`src/rtl/core/ccs_pkg.sv`:
```
// Shared types, constants and round functions for the ChaCha20 stream cipher.
// Used by ccs_block_core and chacha20_stream_cipher; depends on nothing else.
package ccs_pkg;

    typedef logic [31:0] word_t;
    typedef word_t [15:0] state_t;

    typedef struct packed {
        word_t a;
        word_t b;
        word_t c;
        word_t d;
    } qr_t;

    localparam int ROUND_COUNT = 20;
    localparam int ROUND_CNT_W = $clog2(ROUND_COUNT);

    localparam word_t SIGMA_0 = 32'h6170_7865;
    localparam word_t SIGMA_1 = 32'h3320_646e;
    localparam word_t SIGMA_2 = 32'h7962_2d32;
    localparam word_t SIGMA_3 = 32'h6b20_6574;

    localparam word_t COUNTER_LIMIT = 32'hFFFF_FFFF;

    localparam int CFG_IDX_W  = 3;
    localparam int DATA_W     = 64;
    localparam int COUNT_W    = 4;
    localparam int WORDS_W    = 3;
    localparam int BYTES_PER_WORD = DATA_W / 8;

    localparam logic [CFG_IDX_W-1:0] CFG_KEY_01    = 3'd0;
    localparam logic [CFG_IDX_W-1:0] CFG_KEY_23    = 3'd1;
    localparam logic [CFG_IDX_W-1:0] CFG_KEY_45    = 3'd2;
    localparam logic [CFG_IDX_W-1:0] CFG_KEY_67    = 3'd3;
    localparam logic [CFG_IDX_W-1:0] CFG_NONCE_LO  = 3'd4;
    localparam logic [CFG_IDX_W-1:0] CFG_NONCE_HI  = 3'd5;
    localparam logic [CFG_IDX_W-1:0] CFG_START_CTR = 3'd6;

    typedef enum logic [1:0] {
        CORE_IDLE,
        CORE_ROUND,
        CORE_FEED
    } core_state_t;

    typedef enum logic [1:0] {
        CTL_IDLE,
        CTL_BLOCK,
        CTL_EMIT
    } ctl_state_t;

    function automatic word_t rotl(word_t v, int n);
        return (v << n) | (v >> (32 - n));
    endfunction

    function automatic qr_t quarter_round(word_t a_in, word_t b_in, word_t c_in, word_t d_in);
        word_t a;
        word_t b;
        word_t c;
        word_t d;
        a = a_in;
        b = b_in;
        c = c_in;
        d = d_in;
        a = a + b; d = rotl(d ^ a, 16);
        c = c + d; b = rotl(b ^ c, 12);
        a = a + b; d = rotl(d ^ a, 8);
        c = c + d; b = rotl(b ^ c, 7);
        return '{a: a, b: b, c: c, d: d};
    endfunction

    // One column round, or one diagonal round when diag is set: four
    // independent quarter rounds on disjoint words of the state.
    function automatic state_t chacha_round(state_t x, logic diag);
        state_t     y;
        qr_t        q;
        logic [1:0] ib;
        logic [1:0] ic;
        logic [1:0] id;
        y = x;
        for (int i = 0; i < 4; i++) begin
            ib = diag ? 2'(i + 1) : 2'(i);
            ic = diag ? 2'(i + 2) : 2'(i);
            id = diag ? 2'(i + 3) : 2'(i);
            q = quarter_round(x[i], x[{2'd1, ib}], x[{2'd2, ic}], x[{2'd3, id}]);
            y[i]            = q.a;
            y[{2'd1, ib}]   = q.b;
            y[{2'd2, ic}]   = q.c;
            y[{2'd3, id}]   = q.d;
        end
        return y;
    endfunction

endpackage

```
`src/rtl/core/ccs_block_core.sv`:
```
// Iterative ChaCha20 block function: one shared round unit, twenty passes,
// then a feed-forward add. Depends on ccs_pkg.
module ccs_block_core
    import ccs_pkg::*;
(
    input  logic   aclk,
    input  logic   aresetn,
    input  logic   start,
    input  state_t init_state,
    output logic   done,
    output state_t keystream
);

    core_state_t            state_reg, state_next;
    logic [ROUND_CNT_W-1:0] round_cnt_reg, round_cnt_next;
    state_t                 x_reg, x_next;
    state_t                 init_reg;
    logic                   last_round;

    assign last_round = (round_cnt_reg == ROUND_CNT_W'(ROUND_COUNT - 1));

    always_comb begin
        state_next = state_reg;
        unique case (state_reg)
            CORE_IDLE:  if (start) state_next = CORE_ROUND;
            CORE_ROUND: if (last_round) state_next = CORE_FEED;
            CORE_FEED:  state_next = CORE_IDLE;
            default:    state_next = CORE_IDLE;
        endcase
    end

    always_comb begin
        round_cnt_next = round_cnt_reg;
        x_next         = x_reg;
        done           = 1'b0;
        unique case (state_reg)
            CORE_IDLE: begin
                if (start) begin
                    x_next         = init_state;
                    round_cnt_next = '0;
                end
            end
            CORE_ROUND: begin
                // Even passes work on columns, odd passes on diagonals.
                x_next         = chacha_round(x_reg, round_cnt_reg[0]);
                round_cnt_next = round_cnt_reg + 1'b1;
            end
            CORE_FEED: begin
                for (int i = 0; i < 16; i++) begin
                    x_next[i] = x_reg[i] + init_reg[i];
                end
                done = 1'b1;
            end
            default: ;
        endcase
    end

    always_ff @(posedge aclk) begin
        if (!aresetn) begin
            state_reg     <= CORE_IDLE;
            round_cnt_reg <= '0;
        end else begin
            state_reg     <= state_next;
            round_cnt_reg <= round_cnt_next;
        end
    end

    always_ff @(posedge aclk) begin
        x_reg <= x_next;
        if (state_reg == CORE_IDLE && start) begin
            init_reg <= init_state;
        end
    end

    // The working state doubles as the keystream buffer; it is only
    // overwritten when the next block is started.
    assign keystream = x_reg;

endmodule

```
`src/rtl/core/chacha20_stream_cipher.sv`:
```
// ChaCha20 stream cipher over 8-byte beats. A beat that opens a keystream block
// reaches the output register after one load, twenty rounds on the shared round
// unit and one feed-forward add; other beats go straight to the output register.
// A new beat is taken only once the previous one has been written to the output
// register. Reset (aresetn, synchronous, active low) clears the configuration,
// the block counter and the word position.
module chacha20_stream_cipher
    import ccs_pkg::*;
(
    input  logic                 aclk,
    input  logic                 aresetn,

    // Input beats.
    input  logic                 s_tvalid,
    output logic                 s_tready,
    input  logic [71:0]          s_tdata,   // [63:0] data_in, [67:64] byte_count, [71:68] zero
    input  logic                 s_tlast,   // last_of_message

    // Result beats.
    output logic                 m_tvalid,
    input  logic                 m_tready,
    output logic [DATA_W-1:0]    m_tdata,   // [63:0] data_out
    output logic [0:0]           m_tuser,   // [0] overflow_error
    output logic                 m_tlast,   // last_out

    // Configuration writes.
    input  logic                 cfg_valid,
    output logic                 cfg_ready,
    input  logic [CFG_IDX_W-1:0] cfg_addr,
    input  logic [63:0]          cfg_wdata
);

    // Configuration registers.
    logic [63:0] key01_reg, key23_reg, key45_reg, key67_reg;
    logic [63:0] nonce_lo_reg;
    word_t       nonce_hi_reg;
    word_t       counter_reg;
    logic        cfg_write;

    // Sequencer and buffered input beat.
    ctl_state_t          state_reg, state_next;
    logic [WORDS_W-1:0]  wp_reg;
    logic [DATA_W-1:0]   data_hold_reg;
    logic [COUNT_W-1:0]  count_hold_reg;
    logic                last_hold_reg;
    logic                ovf_hold_reg;

    // Output register.
    logic                m_valid_reg;
    logic [DATA_W-1:0]   m_data_reg;
    logic                m_err_reg;
    logic                m_last_reg;

    logic   accept;
    logic   need_block;
    logic   overflow;
    logic   core_start;
    logic   core_done;
    logic   out_free;
    logic   emit_fire;
    state_t init_state;
    state_t keystream;
    logic [DATA_W-1:0] ks_word;
    logic [DATA_W-1:0] byte_mask;
    logic [DATA_W-1:0] result_data;

    assign cfg_ready = 1'b1;
    assign cfg_write = cfg_valid & cfg_ready;

    always_ff @(posedge aclk) begin
        if (!aresetn) begin
            key01_reg    <= '0;
            key23_reg    <= '0;
            key45_reg    <= '0;
            key67_reg    <= '0;
            nonce_lo_reg <= '0;
            nonce_hi_reg <= '0;
        end else if (cfg_write) begin
            unique case (cfg_addr)
                CFG_KEY_01:   key01_reg    <= cfg_wdata;
                CFG_KEY_23:   key23_reg    <= cfg_wdata;
                CFG_KEY_45:   key45_reg    <= cfg_wdata;
                CFG_KEY_67:   key67_reg    <= cfg_wdata;
                CFG_NONCE_LO: nonce_lo_reg <= cfg_wdata;
                CFG_NONCE_HI: nonce_hi_reg <= cfg_wdata[31:0];
                default: ;
            endcase
        end
    end

    // The block counter is reloaded by a start counter write and advances by
    // one each time a block is generated. An exhausted counter is left as is.
    always_ff @(posedge aclk) begin
        if (!aresetn) begin
            counter_reg <= '0;
        end else if (cfg_write && cfg_addr == CFG_START_CTR) begin
            counter_reg <= cfg_wdata[31:0];
        end else if (core_start) begin
            counter_reg <= counter_reg + 32'd1;
        end
    end

    // Initial ChaCha state: constants, key, counter, nonce.
    always_comb begin
        init_state[0]  = SIGMA_0;
        init_state[1]  = SIGMA_1;
        init_state[2]  = SIGMA_2;
        init_state[3]  = SIGMA_3;
        init_state[4]  = key01_reg[31:0];
        init_state[5]  = key01_reg[63:32];
        init_state[6]  = key23_reg[31:0];
        init_state[7]  = key23_reg[63:32];
        init_state[8]  = key45_reg[31:0];
        init_state[9]  = key45_reg[63:32];
        init_state[10] = key67_reg[31:0];
        init_state[11] = key67_reg[63:32];
        init_state[12] = counter_reg;
        init_state[13] = nonce_lo_reg[31:0];
        init_state[14] = nonce_lo_reg[63:32];
        init_state[15] = nonce_hi_reg;
    end

    ccs_block_core u_block_core (
        .aclk       (aclk),
        .aresetn    (aresetn),
        .start      (core_start),
        .init_state (init_state),
        .done       (core_done),
        .keystream  (keystream)
    );

    // A beat at word position zero needs a fresh block, unless the counter
    // is exhausted, in which case the beat is flagged and carries zero data.
    assign accept     = s_tvalid & s_tready;
    assign need_block = (wp_reg == '0);
    assign overflow   = need_block && (counter_reg == COUNTER_LIMIT);
    assign core_start = accept && need_block && !overflow;
    assign out_free   = !m_valid_reg || m_tready;

    always_comb begin
        state_next = state_reg;
        unique case (state_reg)
            CTL_IDLE: begin
                if (accept) state_next = core_start ? CTL_BLOCK : CTL_EMIT;
            end
            CTL_BLOCK: if (core_done) state_next = CTL_EMIT;
            CTL_EMIT:  if (out_free) state_next = CTL_IDLE;
            default:   state_next = CTL_IDLE;
        endcase
    end

    always_comb begin
        s_tready  = (state_reg == CTL_IDLE);
        emit_fire = (state_reg == CTL_EMIT) && out_free;
    end

    always_ff @(posedge aclk) begin
        if (!aresetn) begin
            state_reg <= CTL_IDLE;
        end else begin
            state_reg <= state_next;
        end
    end

    always_ff @(posedge aclk) begin
        if (accept) begin
            data_hold_reg  <= s_tdata[DATA_W-1:0];
            count_hold_reg <= s_tdata[DATA_W+COUNT_W-1:DATA_W];
            last_hold_reg  <= s_tlast;
            ovf_hold_reg   <= overflow;
        end
    end

    // Keystream word for the current position and the mask of valid bytes.
    // Counts of eight or more select every byte, a count of zero none.
    assign ks_word = {keystream[{wp_reg, 1'b1}], keystream[{wp_reg, 1'b0}]};

    always_comb begin
        for (int b = 0; b < BYTES_PER_WORD; b++) begin
            byte_mask[8*b +: 8] = (count_hold_reg > COUNT_W'(b)) ? 8'hFF : 8'h00;
        end
    end

    assign result_data = ovf_hold_reg ? '0 : ((data_hold_reg ^ ks_word) & byte_mask);

    // Word position advances on every beat that used keystream and returns
    // to zero at the end of a message.
    always_ff @(posedge aclk) begin
        if (!aresetn) begin
            wp_reg <= '0;
        end else if (emit_fire) begin
            if (last_hold_reg) begin
                wp_reg <= '0;
            end else if (!ovf_hold_reg) begin
                wp_reg <= wp_reg + 1'b1;
            end
        end
    end

    always_ff @(posedge aclk) begin
        if (!aresetn) begin
            m_valid_reg <= 1'b0;
        end else if (emit_fire) begin
            m_valid_reg <= 1'b1;
        end else if (m_tready) begin
            m_valid_reg <= 1'b0;
        end
    end

    always_ff @(posedge aclk) begin
        if (emit_fire) begin
            m_data_reg <= result_data;
            m_err_reg  <= ovf_hold_reg;
            m_last_reg <= last_hold_reg;
        end
    end

    assign m_tvalid   = m_valid_reg;
    assign m_tdata    = m_data_reg;
    assign m_tuser[0] = m_err_reg;
    assign m_tlast    = m_last_reg;

    // An overflow beat never carries data.
    a_overflow_zero: assert property (@(posedge aclk) disable iff (!aresetn)
        (m_tvalid && m_tuser[0]) |-> (m_tdata == '0))
        else $error("overflow beat carries nonzero data");

    // The block core only finishes while the sequencer waits for it.
    a_done_in_block: assert property (@(posedge aclk) disable iff (!aresetn)
        core_done |-> (state_reg == CTL_BLOCK))
        else $error("block core finished outside the block wait state");

    // A beat in the middle of a block goes straight to the output stage.
    a_mid_block_no_gen: assert property (@(posedge aclk) disable iff (!aresetn)
        (accept && wp_reg != '0) |=> (state_reg == CTL_EMIT))
        else $error("block generation started in the middle of a block");

    // The block counter moves only on a reload or a block start.
    a_counter_hold: assert property (@(posedge aclk) disable iff (!aresetn)
        (!cfg_write && !core_start) |=> (counter_reg == $past(counter_reg)))
        else $error("block counter changed without a reload or block start");

endmodule
```
`config.mk`:
```
export PLATFORM = sky130hd
export DESIGN_NAME = chacha20_stream_cipher
export DESIGN_NICKNAME = d
export VERILOG_FILES = /design/src/rtl/core/ccs_pkg.sv /design/src/rtl/core/ccs_block_core.sv /design/src/rtl/core/chacha20_stream_cipher.sv
export SDC_FILE = /design/constraint.sdc
export NUM_CORES = 2
export LEC_CHECK = 0
export BUFFER_PORTS_ARGS = -buffer_cell sky130_fd_sc_hd__buf_2
export CORE_MARGIN = 2
export CORE_UTILIZATION = 67
export DETAILED_ROUTE_END_ITERATION = 12
export PLACE_DENSITY = 0.85
export SYNTH_ARGS = -nofsm -noshare
export SYNTH_HDL_FRONTEND = slang
export SYNTH_SLANG_ARGS = --single-unit
```
`constraint.sdc`:
```
create_clock -name aclk -period 65.9 [get_ports aclk]
set_input_delay 3.295 -clock aclk [delete_from_list [all_inputs] [get_ports aclk]]
set_output_delay 3.295 -clock aclk [all_outputs]
set_load 0.05 [all_outputs]
```
==> impl_metrics.toml, run 1 <==
[synth]
ys.flop_type = "edfxtp_1"
yosysSeqAreaShare_pct = 34.2
synth_edf_count = 1032
syn_area_per_cell_um2 = 9.36
synthesis.nets = 13220
ys_ff_latch = 1429
synthesis.area_um2 = 114000
async_flop_share_pct = 0
postSynthCellCount = 12172
ys.warnings.count = 0
yosysUniqueCellTypes = 107

[floorplanning]
die_w_um = 416
ios = 214
rows = 151
die_y_um = 416
initial_core_util_pct = 67.4

[clock_tree]
cts_sinks = 1429
ctsHoldBuffers = 0
cts-resized-gates = 0
cts_root_buf = "clkbuf_16"
htree_levels = 4
cts_made_buffers = 159
post_cts_buffers = 0
ctsLongestPathBuffers = 3

[global_routing]
grt_start_max_net_pins = 167
grt_overflow = 6
track_usage_pct = 69.8
grt_pass1_vias = 113877
grt_pass1_wl_um = 861000

[place]
dp_slack_ns = 47.13
dp.final_hpwl_um = 425000
dp_cells = 14264
portBuffers = 208
gp_congestion = 1.55

[outcome]
status = "aborted with a tool error"
firstError = "[ERROR GRT-0116] Global routing finished with congestion. Check the congestion regions in the DRC Viewer."
stop_stage = "5_1_grt"
[routing by layer]
metal | GRT usage [%] | GRT overflow
met1 | 69.7 | 0
met2 | 79.7 | 2
met3 | 63.8 | 0
met4 | 63.3 | 4
met5 | 47.1 | 0
[Yosys cell counts, drive strengths merged, types with 377 or more instances]
master,instances,share of area (%)
a21boi,377,2.5
a21oi,911,4.0
clkbuf,402,1.3
dfxtp,397,7.0
edfxtp,1032,27
ha,875,9.6
inv,432,1.4
nand2,1371,4.5
nor2,1039,3.4
o21ai,513,2.3
xnor2,916,7.1
xor2,593,4.6
[cell families after synthesis]
kind of cell               synth area share (%)
buffers and inverters                      3.09
other                                   0.00329
muxes                                      7.81
AOI/OAI and AO/OA                          19.9
xor gates and xnor gates                   12.3
and+or+nand+nor                            12.6
DFF                                        34.2
adders and majority gates                  10.1
[through the flow]
stage	hold WS, ns	util (%)	cell area, µm²
2_1_floorplan	0.422	-	114000
3_3_place_gp	0.434	69.5	118000
3_5_place_dp	0.436	69.5	118000
4_1_cts	0.436	72.8	123000
==> run 2, diff against run 1 <==
--- a/config.mk
+++ b/config.mk
@@ -7,9 +7,9 @@
 export LEC_CHECK = 0
 export BUFFER_PORTS_ARGS = -buffer_cell sky130_fd_sc_hd__buf_2
 export CORE_MARGIN = 2
-export CORE_UTILIZATION = 67
+export CORE_UTILIZATION = 40
 export DETAILED_ROUTE_END_ITERATION = 12
-export PLACE_DENSITY = 0.85
+export PLACE_DENSITY_LB_ADDON = 0.15
 export SYNTH_ARGS = -nofsm -noshare
 export SYNTH_HDL_FRONTEND = slang
 export SYNTH_SLANG_ARGS = --single-unit
==> run 2 against run 1 <==
  * The flow now finishes, with violations (capacitance limit, slew limit)
  * Synthesized area did not move
  * Synthesized cell count unchanged
==> impl_metrics.toml, run 2 <==
[timing]
fin_crit_sh_pct = 35.9
setup_violations = 0
rsz0062_at_grt = "false"
tightest_slew_ns = 1.61
hold_viol_final = 0
clock_skew_ns = 0.0679
maxSlewHeadroom_pct = -7.97
drv_slew = 8
fmax_mhz = 42.3
tns_ns = 0
period_needed_ns = 23.64

[route]
wl_um = 689000
drcViolationCount = 0
dr.first_iter.drc_count = 17968
dr.pass1.iters = 9
drtAntennaViolNets = 0
via_per_inst = 6.58
vias = 107640
routedWlPerCell_um = 42.1

[outcome]
failed_checks = "capacitance limit, slew limit"
status = "complete, but fails checks"

[global_routing]
grt_pass1_wl_um = 889000
grt_pass1_vias = 95604
track_usage_pct = 46.1
grt_overflow = 0
antenna_found_initial = 85
grt_start_max_net_pins = 127

[floorplanning]
die_y_um = 538
rows = 195
initial_core_util_pct = 40.3
die_w_um = 538
die_area_um2 = 289000
core-area_um2 = 283000
ios = 214

[layout]
layout_common_cells = "nand2_1, edfxtp_1, nor2_1, a21oi_1, ha_1"
area_growth_pct = 12.1
layout_commonest_cell = "nand2_1"
layout.nets = 13434
largest_reg_flops = 512
drive_above_1_share_pct = 11.1

[clock_tree]
post_cts_buffers = 0
htree_levels = 4
clock_latency_ns = 0.94
cts-resized-gates = 0
cts_root_buf = "clkbuf_16"
cts_sinks = 1429
ctsHoldBuffers = 0
cts_tree = "built"
ctsLongestPathBuffers = 4
cts_made_buffers = 179
cts.clk_slew.worst_paths_ns = 0.07

[synth]
post-synth-top-count-cell = "nand2_1"
yosys.area.top_type_share_pct = 27.2
postSynthCellCount = 12172
async_flop_share_pct = 0
synthesis.nets = 13220
yosysSeqAreaShare_pct = 34.2
syn_area_per_cell_um2 = 9.36
yosysTopAreaCell = "edfxtp_1"
yosysUniqueCellTypes = 107
synthTopCellsByArea = "edfxtp_1, ha_1, xnor2_1, dfxtp_1, xor2_1"
ys.flop_type = "edfxtp_1"
ys_ff_latch = 1429
synth_common_cells = "nand2_1, nor2_1, edfxtp_1"
synthesis.area_um2 = 114000
synth_edf_count = 1032
ys.warnings.count = 0

[min_path]
hold_path.class = "flop to flop"
min_to = "u_block_core.init_reg[141]"
min_from = "key01_reg[13]"
whs_path_depth = 0

[critical_path]
r2r-start = "u_block_core.round_cnt_reg[0]"
crit_type = "flop to flop"
required_ns = 66.52
crit_top_cell = "a21oi_1"
cp_num_buf_inv = 4
critPathMaxStageDelay_ns = 1.16
cp.arrival_ns = 24.26
cpMaxStageDelayCell = "xor2_1"
cp-end-kind = "flop"
reg2reg_to = "u_block_core.keystream[193]"
crit_path_max_fanout = 33
cp-start-kind = "flop"
r2r_cells = 60
critPathTopFamily = "compound AO/OA/AOI/OAI gates"
ff2ff_setup_slack_ns = 42.26

[place]
dp.final_hpwl_um = 563000
gp_congestion = 1.15
portBuffers = 208

[run]
maxCapViolCount = 5
run 2: cell type report:
type	instances	area (µm²)
Multi-Input combinational cell	9813	72400
Timing Repair Buffer	528	3570
Clock inverter	103	1230
Clock buffer	230	4980
Inverter	435	1660
Sequential cell	1429	39000
Fill cell	27311	155000
Antenna cell	83	208
Tap cell	3743	4680
run 2: cell families after synthesis:
family                   count (synthesis)  share of synthesized area (%)
AO/OA/AOI/OAI                         3364                           19.9
AND/OR/NAND/NOR                       3297                           12.6
XOR/XNOR                              1543                           12.3
flip-flops                            1429                           34.2
buffers and inverters                  930                           3.09
adder cells (fa/ha/maj)                906                           10.1
multiplexers                           702                           7.81
other                                    1                        0.00329
run 2: metrics by stage:
stage / util, % / instance area, µm² / setup WS [ns] / hold WS [ns] / instances
2_1_floorplan: - / 114000 / 37.90 / 0.422 / 12172
3_3_place_gp: 42.9 / 121000 / 44.47 / 0.435 / 15947
3_5_place_dp: 42.9 / 121000 / 44.44 / 0.439 / 15947
4_1_cts: 45.1 / 127000 / 44.36 / 0.430 / 16280
5_1_grt: 45.1 / 128000 / 42.83 / 0.445 / 16297
6_report: 45.2 / 128000 / 42.26 / 0.432 / 16364
run 2: how the worst max path moves through the flow:
stage	startpoint	to	slack, ns	cells past startpoint
final	u_block_core.round_cnt_reg[0]	u_block_core.keystream[193]	42.26	60
after global routing	u_block_core.round_cnt_reg[0]	u_block_core.keystream[193]	42.83	58
after CTS	u_block_core.round_cnt_reg[0]	u_block_core.keystream[193]	44.36	58
after detailed placement	u_block_core.round_cnt_reg[0]	u_block_core.keystream[193]	44.44	58
after global placement	u_block_core.round_cnt_reg[0]	u_block_core.keystream[193]	44.47	56
after floorplan	s_tvalid	u_block_core.keystream[0]	37.90	5
run 2: layer usage:
layer / vias up / global-route usage [%] / wire length, µm
met5: - / 0 / 338
met4: 42 / 32.4 / 58300
met3: 1637 / 18.9 / 96500
met2: 7626 / 60.6 / 259000
met1: 53197 / 60.4 / 275000
li1: 45138 / - / -
run 2: worst register-to-register path, delay by kind of cell (launching register included):
kind / cells / cell delay, ns
DFF: 1 / 0.67
buffers and inverters: 4 / 1.16
and+or+nand+nor: 5 / 0.96
xor gates and xnor gates: 8 / 5.39
muxes: 1 / 0.67
AOI/OAI and AO/OA: 37 / 12.58
adders and majority gates: 5 / 1.92
Power of run 2 is not shown: default switching activity piles up to over one toggle a cycle in this logic, so the estimate is an artifact.
